[src/sv/midi_note_ownership_tracker_assert.svh]
// assertion macros shared by the note tracker rtl
// expects clk_i and rst_ni in the scope of the module that uses them
`ifndef MIDI_NOTE_OWNERSHIP_TRACKER_ASSERT_SVH
`define MIDI_NOTE_OWNERSHIP_TRACKER_ASSERT_SVH

// checked only while out of reset
`define MNOT_ASSERT(lbl, prop, msg) \
  lbl: assert property (@(posedge clk_i) disable iff (!rst_ni) (prop)) else $error(msg);

// checked on every edge, reset included
`define MNOT_ASSERT_ALWAYS(lbl, prop, msg) \
  lbl: assert property (@(posedge clk_i) (prop)) else $error(msg);

`endif

[src/sv/mnot_pkg.sv]
// types and constants of the midi note ownership tracker
// no dependencies
`default_nettype none

package mnot_pkg;

  // frame slots at or beyond this limit are never played
  localparam logic [12:0] FRAME_LIMIT = 13'd1024;

  // operation selector of an input word
  typedef enum logic {
    OP_OFFER = 1'b0,
    OP_PLAY  = 1'b1
  } op_e;

  // message kind
  typedef enum logic [1:0] {
    KIND_OFF   = 2'd0,
    KIND_ON    = 2'd1,
    KIND_OTHER = 2'd2
  } kind_e;

  // back end sequencer
  typedef enum logic {
    BK_IDLE = 1'b0,
    BK_EXEC = 1'b1
  } back_state_e;

  // classified word handed from front to back
  typedef struct packed {
    op_e        op;
    kind_e      kind;
    logic [3:0] chan;
    logic [6:0] note;
    logic [6:0] velocity;
    logic [5:0] source;
    logic       mask_hit;
    logic       play_go;
  } queue_entry_t;

  // stored fields of one note
  typedef struct packed {
    logic [5:0] owner;
    logic [3:0] chan;
  } note_entry_t;

  // one result word
  typedef struct packed {
    logic       accepted;
    logic       emit_valid;
    kind_e      emit_kind;
    logic [3:0] emit_channel;
    logic [6:0] emit_note;
    logic [6:0] emit_velocity;
    logic       consumed;
  } result_t;

endpackage

`default_nettype wire

[src/sv/mnot_front.sv]
// front end: accepts input words, holds the source mask, classifies each word
// depends on mnot_pkg
`default_nettype none

module mnot_front #(
  parameter int unsigned SOURCE_COUNT = 64
) (
  input  wire logic                 clk_i,
  input  wire logic                 rst_ni,
  input  wire logic                 cfg_we_i,
  input  wire logic [63:0]          cfg_wdata_i,
  input  wire logic                 s_axis_tvalid_i,
  output logic                      s_axis_tready_o,
  input  wire logic [47:0]          s_axis_tdata_i,
  input  wire logic [2:0]           s_axis_tuser_i,
  input  wire logic                 queue_full_i,
  output logic                      push_o,
  output mnot_pkg::queue_entry_t    entry_o
);

  logic [SOURCE_COUNT-1:0] mask_q;
  logic [63:0]             mask_ext;
  logic [5:0]              source;
  logic [9:0]              message_frame;
  logic [9:0]              frame_index;

  // accept source mask register
  always_ff @(posedge clk_i or negedge rst_ni) begin
    if (!rst_ni) begin
      mask_q <= '0;
    end else if (cfg_we_i) begin
      mask_q <= cfg_wdata_i[SOURCE_COUNT-1:0];
    end
  end

  assign source        = s_axis_tdata_i[23:18];
  assign message_frame = s_axis_tdata_i[33:24];
  assign frame_index   = s_axis_tdata_i[43:34];
  assign mask_ext      = 64'(mask_q);

  // handshake with the queue
  assign s_axis_tready_o = !queue_full_i;
  assign push_o          = s_axis_tvalid_i && !queue_full_i;

  // classify the word
  always_comb begin
    entry_o.op       = s_axis_tuser_i[0] ? mnot_pkg::OP_PLAY : mnot_pkg::OP_OFFER;
    case (s_axis_tuser_i[2:1])
      mnot_pkg::KIND_OFF: entry_o.kind = mnot_pkg::KIND_OFF;
      mnot_pkg::KIND_ON:  entry_o.kind = mnot_pkg::KIND_ON;
      default:            entry_o.kind = mnot_pkg::KIND_OTHER;
    endcase
    entry_o.chan     = s_axis_tdata_i[3:0];
    entry_o.note     = s_axis_tdata_i[10:4];
    entry_o.velocity = s_axis_tdata_i[17:11];
    entry_o.source   = source;
    // sources beyond the count never pass by mask
    entry_o.mask_hit = (7'(source) < 7'(SOURCE_COUNT)) && mask_ext[source];
    // slot within limit and message not scheduled ahead of it
    entry_o.play_go  = ({3'b000, frame_index} < mnot_pkg::FRAME_LIMIT) &&
                       (message_frame <= frame_index);
  end

endmodule

`default_nettype wire

[src/sv/mnot_queue.sv]
// two-entry queue between the front end and the back end
// depends on mnot_pkg and the assertion macro header
`default_nettype none

`include "midi_note_ownership_tracker_assert.svh"

module mnot_queue (
  input  wire logic                   clk_i,
  input  wire logic                   rst_ni,
  input  wire logic                   push_i,
  input  wire mnot_pkg::queue_entry_t entry_i,
  output logic                        full_o,
  input  wire logic                   pop_i,
  output logic                        empty_o,
  output mnot_pkg::queue_entry_t      head_o
);

  mnot_pkg::queue_entry_t slot_q [2];
  logic                   wr_ptr_q;
  logic                   rd_ptr_q;
  logic [1:0]             count_q;

  assign full_o  = (count_q == 2'd2);
  assign empty_o = (count_q == 2'd0);
  assign head_o  = slot_q[rd_ptr_q];

  // pointers and fill count
  always_ff @(posedge clk_i or negedge rst_ni) begin
    if (!rst_ni) begin
      wr_ptr_q <= 1'b0;
      rd_ptr_q <= 1'b0;
      count_q  <= 2'd0;
    end else begin
      if (push_i) wr_ptr_q <= !wr_ptr_q;
      if (pop_i)  rd_ptr_q <= !rd_ptr_q;
      if (push_i && !pop_i) begin
        count_q <= count_q + 2'd1;
      end else if (pop_i && !push_i) begin
        count_q <= count_q - 2'd1;
      end
    end
  end

  // payload slots
  always_ff @(posedge clk_i) begin
    if (push_i) slot_q[wr_ptr_q] <= entry_i;
  end

  `MNOT_ASSERT(a_queue_grow, (push_i && !pop_i) |=> (count_q == $past(count_q) + 2'd1), "queue count did not grow on push")
  `MNOT_ASSERT(a_queue_shrink, (pop_i && !push_i) |=> (count_q == $past(count_q) - 2'd1), "queue count did not shrink on pop")
  `MNOT_ASSERT(a_queue_pop_empty, pop_i |-> (count_q != 2'd0), "pop from empty queue")

endmodule

`default_nettype wire

[src/sv/mnot_back.sv]
// back end: note table, play and offer execution, output register
// depends on mnot_pkg and the assertion macro header
`default_nettype none

`include "midi_note_ownership_tracker_assert.svh"

module mnot_back #(
  parameter int unsigned NOTE_COUNT = 128
) (
  input  wire logic                   clk_i,
  input  wire logic                   rst_ni,
  input  wire logic                   empty_i,
  input  wire mnot_pkg::queue_entry_t head_i,
  output logic                        pop_o,
  output logic                        m_axis_tvalid_o,
  input  wire logic                   m_axis_tready_i,
  output mnot_pkg::result_t           result_o
);

  localparam int unsigned NW = $clog2(NOTE_COUNT);

  mnot_pkg::back_state_e  state_q, state_d;
  mnot_pkg::queue_entry_t work_q;
  mnot_pkg::note_entry_t  mem_q [NOTE_COUNT];
  mnot_pkg::note_entry_t  rd_q;
  mnot_pkg::note_entry_t  wr_entry;
  mnot_pkg::result_t      res_d;
  mnot_pkg::result_t      out_q;
  logic [NOTE_COUNT-1:0]  active_q;
  logic                   out_valid_q;
  logic                   exec_fire;
  logic                   active;
  logic                   clr_active;
  logic                   set_active;
  logic [NW-1:0]          head_idx;
  logic [NW-1:0]          work_idx;

  assign head_idx = NW'(head_i.note);
  assign work_idx = NW'(work_q.note);
  assign active   = active_q[work_idx];

  // sequencer: read the table, then execute and write back
  always_ff @(posedge clk_i or negedge rst_ni) begin
    if (!rst_ni) begin
      state_q <= mnot_pkg::BK_IDLE;
    end else begin
      state_q <= state_d;
    end
  end

  always_comb begin
    state_d   = state_q;
    pop_o     = 1'b0;
    exec_fire = 1'b0;
    case (state_q)
      mnot_pkg::BK_IDLE: begin
        if (!empty_i) begin
          pop_o   = 1'b1;
          state_d = mnot_pkg::BK_EXEC;
        end
      end
      mnot_pkg::BK_EXEC: begin
        if (!out_valid_q || m_axis_tready_i) begin
          exec_fire = 1'b1;
          state_d   = mnot_pkg::BK_IDLE;
        end
      end
      default: state_d = mnot_pkg::BK_IDLE;
    endcase
  end

  // working word
  always_ff @(posedge clk_i) begin
    if (pop_o) work_q <= head_i;
  end

  // note table memory, registered read
  always_ff @(posedge clk_i) begin
    if (pop_o) rd_q <= mem_q[head_idx];
  end

  always_ff @(posedge clk_i) begin
    if (exec_fire && set_active) mem_q[work_idx] <= wr_entry;
  end

  assign wr_entry.owner = work_q.source;
  assign wr_entry.chan  = work_q.chan;

  // sounding bits
  always_ff @(posedge clk_i or negedge rst_ni) begin
    if (!rst_ni) begin
      active_q <= '0;
    end else if (exec_fire) begin
      if (set_active) begin
        active_q[work_idx] <= 1'b1;
      end else if (clr_active) begin
        active_q[work_idx] <= 1'b0;
      end
    end
  end

  // result and table update
  always_comb begin
    res_d      = '0;
    set_active = 1'b0;
    clr_active = 1'b0;
    if (work_q.op == mnot_pkg::OP_OFFER) begin
      res_d.accepted = work_q.mask_hit ||
                       (work_q.kind == mnot_pkg::KIND_OFF && active &&
                        rd_q.owner == work_q.source);
    end else if (work_q.play_go) begin
      res_d.emit_note = work_q.note;
      case (work_q.kind)
        mnot_pkg::KIND_OFF: begin
          if (active) begin
            clr_active          = 1'b1;
            res_d.emit_valid    = 1'b1;
            res_d.emit_kind     = mnot_pkg::KIND_OFF;
            res_d.emit_channel  = work_q.chan;
            res_d.emit_velocity = work_q.velocity;
          end else begin
            res_d.emit_note = '0;
          end
          res_d.consumed = 1'b1;
        end
        mnot_pkg::KIND_ON: begin
          res_d.emit_valid = 1'b1;
          if (active) begin
            // retrigger: silence the old note first, keep the head
            clr_active          = 1'b1;
            res_d.emit_kind     = mnot_pkg::KIND_OFF;
            res_d.emit_channel  = rd_q.chan;
            res_d.emit_velocity = '0;
            res_d.consumed      = 1'b0;
          end else begin
            set_active          = 1'b1;
            res_d.emit_kind     = mnot_pkg::KIND_ON;
            res_d.emit_channel  = work_q.chan;
            res_d.emit_velocity = work_q.velocity;
            res_d.consumed      = 1'b1;
          end
        end
        default: begin
          res_d.emit_valid    = 1'b1;
          res_d.emit_kind     = mnot_pkg::KIND_OTHER;
          res_d.emit_channel  = work_q.chan;
          res_d.emit_velocity = work_q.velocity;
          res_d.consumed      = 1'b1;
        end
      endcase
    end
  end

  // output register
  always_ff @(posedge clk_i or negedge rst_ni) begin
    if (!rst_ni) begin
      out_valid_q <= 1'b0;
    end else if (exec_fire) begin
      out_valid_q <= 1'b1;
    end else if (m_axis_tready_i) begin
      out_valid_q <= 1'b0;
    end
  end

  always_ff @(posedge clk_i) begin
    if (exec_fire) out_q <= res_d;
  end

  assign m_axis_tvalid_o = out_valid_q;
  assign result_o        = out_q;

  `MNOT_ASSERT_ALWAYS(a_back_reset, !rst_ni |=> (!out_valid_q && state_q == mnot_pkg::BK_IDLE), "back end not empty in reset")
  `MNOT_ASSERT(a_back_retrigger, (exec_fire && res_d.emit_valid && !res_d.consumed) |-> (res_d.emit_kind == mnot_pkg::KIND_OFF && res_d.emit_velocity == 7'd0), "kept head without inserted note off")
  `MNOT_ASSERT(a_back_note_on, (exec_fire && set_active) |=> active_q[$past(work_idx)], "note on not recorded")

endmodule

`default_nettype wire

[src/sv/midi_note_ownership_tracker.sv]
// an accepted word waits in the queue, is popped with a registered note table read,
//   then is executed and its result word registered at the output
// the back end pops the next word only after the last one has executed; its pace is set
//   by the note table's registered read followed by its write-back in the back end
// a two-word queue decouples the input from the table; a stalled output holds one word
// reset: source mask zero, all notes silent, queue and output empty; no clearing pass
`default_nettype none

module midi_note_ownership_tracker #(
  parameter int unsigned NOTE_COUNT   = 128,
  parameter int unsigned SOURCE_COUNT = 64
) (
  input  wire logic        clk_i,
  input  wire logic        rst_ni,
  // configuration: accept source mask
  input  wire logic        cfg_we_i,
  input  wire logic [63:0] cfg_wdata_i,
  // input words
  input  wire logic        s_axis_tvalid_i,
  output logic             s_axis_tready_o,
  // chan, note, velocity, source, message_frame, frame_index, zero fill
  input  wire logic [47:0] s_axis_tdata_i,
  // operation, kind
  input  wire logic [2:0]  s_axis_tuser_i,
  // result words
  output logic             m_axis_tvalid_o,
  input  wire logic        m_axis_tready_i,
  // accepted, emit_valid, emit_channel, emit_note, emit_velocity, consumed, zero fill
  output logic [23:0]      m_axis_tdata_o,
  // emit_kind
  output logic [1:0]       m_axis_tuser_o
);

  mnot_pkg::queue_entry_t entry;
  mnot_pkg::queue_entry_t head;
  mnot_pkg::result_t      result;
  logic                   push;
  logic                   pop;
  logic                   full;
  logic                   empty;

  // accept and classify
  mnot_front #(
    .SOURCE_COUNT(SOURCE_COUNT)
  ) u_front (
    .clk_i          (clk_i),
    .rst_ni         (rst_ni),
    .cfg_we_i       (cfg_we_i),
    .cfg_wdata_i    (cfg_wdata_i),
    .s_axis_tvalid_i(s_axis_tvalid_i),
    .s_axis_tready_o(s_axis_tready_o),
    .s_axis_tdata_i (s_axis_tdata_i),
    .s_axis_tuser_i (s_axis_tuser_i),
    .queue_full_i   (full),
    .push_o         (push),
    .entry_o        (entry)
  );

  // decoupling queue
  mnot_queue u_queue (
    .clk_i  (clk_i),
    .rst_ni (rst_ni),
    .push_i (push),
    .entry_i(entry),
    .full_o (full),
    .pop_i  (pop),
    .empty_o(empty),
    .head_o (head)
  );

  // table and execution
  mnot_back #(
    .NOTE_COUNT(NOTE_COUNT)
  ) u_back (
    .clk_i          (clk_i),
    .rst_ni         (rst_ni),
    .empty_i        (empty),
    .head_i         (head),
    .pop_o          (pop),
    .m_axis_tvalid_o(m_axis_tvalid_o),
    .m_axis_tready_i(m_axis_tready_i),
    .result_o       (result)
  );

  // pack the result word
  assign m_axis_tdata_o = {3'b000, result.consumed, result.emit_velocity, result.emit_note,
                           result.emit_channel, result.emit_valid, result.accepted};
  assign m_axis_tuser_o = result.emit_kind;

endmodule

`default_nettype wire

[config.mk]
export PLATFORM = sky130hd
export DESIGN_NAME = midi_note_ownership_tracker
export DESIGN_NICKNAME = d
export VERILOG_FILES = /design/src/sv/mnot_pkg.sv /design/src/sv/mnot_front.sv /design/src/sv/mnot_queue.sv /design/src/sv/mnot_back.sv /design/src/sv/midi_note_ownership_tracker.sv
export VERILOG_INCLUDE_DIRS = /design/src /design/src/sv
export SDC_FILE = /design/constraint.sdc
export NUM_CORES = 2
export LEC_CHECK = 0
export ABC_AREA = 1
export BUFFER_PORTS_ARGS = -buffer_cell sky130_fd_sc_hd__buf_2
export CORE_MARGIN = 2
export CORE_UTILIZATION = 50
export CTS_CLUSTER_SIZE = 16
export DETAILED_ROUTE_END_ITERATION = 6
export PLACE_DENSITY = 0.76
export SLEW_MARGIN = 20
export SYNTH_ARGS = -nofsm -noshare
export SYNTH_HDL_FRONTEND = slang
export SYNTH_SLANG_ARGS = --single-unit
[constraint.sdc]
create_clock -name clk_i -period 4.53 [get_ports clk_i]
set_input_delay 0 -clock clk_i [delete_from_list [all_inputs] [get_ports clk_i]]
set_output_delay 0 -clock clk_i [all_outputs]
set_load 0.02 [all_outputs]
==> metrics.yaml <==
timing:
  hold_viol: 0
  period_needed_ns: 3.97
  worst_slew_pin_slew_ns: 1.28
  period_share_pct: 87.6
  slew_viol_final: 0
  fmax_ghz: 0.252
  finClkSkew_ns: 0.0501
  rsz0062_at_grt: "false"
  layout_setup_ws_ns: 0.562
  setup_viol: 0
  relSlewSlack_pct: 14.9
  fin_setup_tns_ns: 0
worst_setup_path:
  crit_chain: "inv_2, nand2_1, nand3_1, nand2_1, o21ai_1, nand2_1, nor2_1, nor2_1, nor2_2, nand3_2, nor2_4, buf_12, buf_12, nand3_1, inv_1"
  reg2reg_slack_ns: 0.56
  crit_arrival_ns: 4.39
  criticalPathCategory: "flip-flop to flip-flop"
  crit_fanout: 39
  cpPeakStageDelay_ns: 0.68
  reg2reg_to: "u_back.mem_q[109][7]"
  reg2regPathDepth: 15
  worstReg2RegStart: "u_back.work_idx[0]"
  crit_path_top_delay_cell: "inv_2"
  worstSetupStartpointType: "flip-flop"
  crit_path_end_kind: "flip-flop"
  cpMostUsedCell: "nand2_1"
  worst_ep_required_time_ns: 4.95
cts:
  clockBufferDepth: 3
  cts-htree-levels: 4
  postCtsResizedCells: 0
  cts_tree: "built"
  cts.clk_slew.worst_paths_ns: 0.06
  cts_sinks: 1598
  root_buffer: "clkbuf_16"
  worstSkewPairLatency_ns: 0.81
  numCtsBuffers: 159
synth:
  synth_ff_type: "edfxtp_1"
  synth_edf_count: 1400
  netlist_instances: 6088
  ys_types: 38
  yosys-top-cells-area: "edfxtp_1 (62%), nand2_1 (8.8%), dfrtp_1 (7.3%)"
  yosys_warnings: 0
  synth_top_cells_by_count: "nand2_1 (1,589), edfxtp_1 (1,400), nor2_1 (616)"
  yosysMostFrequentCell: "nand2_1"
  avgSynthCellArea_um2: 11.1
  ys_seq_area_share_pct: 69.7
  ys_async_sr_fraction_pct: 12.4
  synth-seq-cells: 1598
  syn_area_um2: 67400
  synth_top_area_cell: "edfxtp_1"
  synth.top_cell.area_share_pct: 62.3
routing:
  drt_pass1_iterations: 7
  ant_nets: 0
  drc_errors: 1
  via_per_inst: 5.89
  wl_per_cell_um: 22.4
  routed_wl_um: 187000
  drtIter0Drc: 7024
  vias: 48973
place:
  hpwl_um: 103000
  gp_congestion: 0.942
  pre_cts_ws_ns: 0.718
  port_buffers: 140
die:
  num_io_pins: 148
  start_util_pct: 50.5
  die_w_um: 371
  die-area_um2: 138000
  placementRows: 134
  coreArea_um2: 134000
  die_h_um: 371
final_layout:
  area_growth_pct: 15.5
  fillCellCount: 9953
  drive_gt1_share_pct: 10.3
  final_nets: 6542
global_routing:
  antenna_found_initial: 6
  gr-usage-met2_pct: 42.8
  grt_max_degree: 131
  grt_pass1_vias: 47639
  grt_pass1_wl_um: 282000
  top_usage_layer: "met2"
  use_met3_pct: 5.55
  grt_usage_pct: 26.9
  grt_use_met1_pct: 34.8
  gr-total-overflow: 0
outcome:
  violations: "design-rule violations"
  outcome: "finished with violations"
flow_run:
  drv_cap: 0
power:
  p_leak_nw: 29.6
  ir_worst_vdd_mv: 0.556
  p_per_area_nw_per_um2: 641
  p_total_w: 0.0499
worst_hold_path:
  min_path_cells: 4
  hold_end: "u_front.mask_ext[9]"
  hold_path.class: "input port to flip-flop"
  min-delay-start: "cfg_wdata_i[9]"
-- worst max path at each step --
stage	from	endpoint	slack, ns	depth (start not counted)
4_1_cts	u_back.work_idx[0]	u_back.mem_q[109][3]	0.68	15
3_5_place_dp	u_back.work_idx[0]	u_back.mem_q[109][0]	0.72	15
6_report	u_back.work_idx[0]	u_back.mem_q[109][7]	0.56	15
3_3_place_gp	u_back.work_idx[0]	u_back.mem_q[76][5]	0.78	15
5_1_grt	u_back.work_idx[0]	u_back.mem_q[76][7]	0.41	15
2_1_floorplan	u_queue.count_q[0]	u_queue.count_q[1]	1.02	7
-- cell families after synthesis --
kind of cell    synth area share (%)
xor+xnor                      0.0520
flops                           69.7
simple gates                    17.5
mux                            0.568
compound gates                  7.87
fa+ha+maj                      0.204
buf+inv                         4.14
other cells                  0.00556
-- layer usage --
layer  up-vias  routed length [um]
met4         2                9830
met1     23573               69600
met5         -                  16
met2      3053               87900
li1      21685                   -
met3       660               19300
-- worst max-delay path, delay by kind of cell (launching register included) --
| family | cells | cell delay [ns] |
|---|---|---|
| AO/OA/AOI/OAI | 1 | 0.16 |
| buffers and inverters | 4 | 1.54 |
| flip-flops | 1 | 0.44 |
| AND/OR/NAND/NOR | 10 | 1.36 |
-- power by group --
group | internal [W] | switching (W) | leakage, nW
logic | 0.00444 | 0.0135 | 11.8
registers | 0.0186 | 0.000373 | 15.3
clock network | 0.00728 | 0.00564 | 2.48
-- placed cells by master (no fill, tap or decap), types with 5 or more instances in the layout --
cell           synthesis  routed
nor2_1               616     614
dfrtp_1              198     198
o21ai_1               23      20
mux2_2                34      34
a221oi_1               6       6
o21ai_4                0       5
inv_1                302     300
clkbuf_8               0      14
dlygate4sd3_1          0     229
a21oi_1              180     179
clkinvlp_4             0       5
nor2_2                 5       7
nand3b_1              62      62
buf_4                  6     130
nand2_1             1589    1588
buf_2                 50     139
clkbuf_1             267      45
or2_2                 79      79
clkinv_8               0       5
or2_1                 10      10
nor3_1                66      65
diode_2                0       7
edfxtp_1            1400    1400
ha_1                  11      11
clkinv_2               0      29
clkbuf_16              0     162
inv_6                  0       8
buf_12                 0      31
o21ai_0              408     405
nand3_1              413     413
bufinv_16              0       8
clkinv_1               2      20
inv_2                  8       5
a21o_1                28      28
o211ai_1             256     256
-- stage by stage --
step	hold slack (ns)	cell area (um^2)	cells	util, %
2_1_floorplan	-0.296	67500	6090	-
3_3_place_gp	0.0973	70500	7787	52.7
3_5_place_dp	0.112	70500	7787	52.7
4_1_cts	0.0140	77800	8310	58.2
5_1_grt	0.0775	77900	8315	58.3
6_report	0.0508	77900	8318	58.3
-- registers in the layout (all words and copies together), names as in the netlist, named ones only --
name and count:
u_back.mem_q 1280, u_front.mask_ext 64, u_queue.slot_q 58, u_back.result_o 23
u_back.work_q 22, u_back.rd_q 10, u_back.work_idx 7, u_queue.count_q 2
u_back.m_axis_tvalid_o 1, u_back.state_q 1, u_queue.rd_ptr_q 1, u_queue.wr_ptr_q 1
-- final cells by class --
class / count / area [um^2] / share of cell area, %
Antenna cell: 7 / 17.5 / 0.0225
Clock buffer: 220 / 4400 / 5.65
Clock inverter: 73 / 662 / 0.850
Inverter: 312 / 1190 / 1.52
Multi-Input combinational cell: 3808 / 17700 / 22.8
Sequential cell: 1598 / 47000 / 60.4
Tap cell: 1768 / 2210 / 2.84
Timing Repair Buffer: 532 / 4640 / 5.96
-- timing repair --
item                                    in CTS  in global routing
hold buffers                               230                  0
endpoints found under the setup margin       0                  0
hold endpoints to repair                   383                  0
setup buffers                                0                  0
Power figures use the tool's default switching activity.
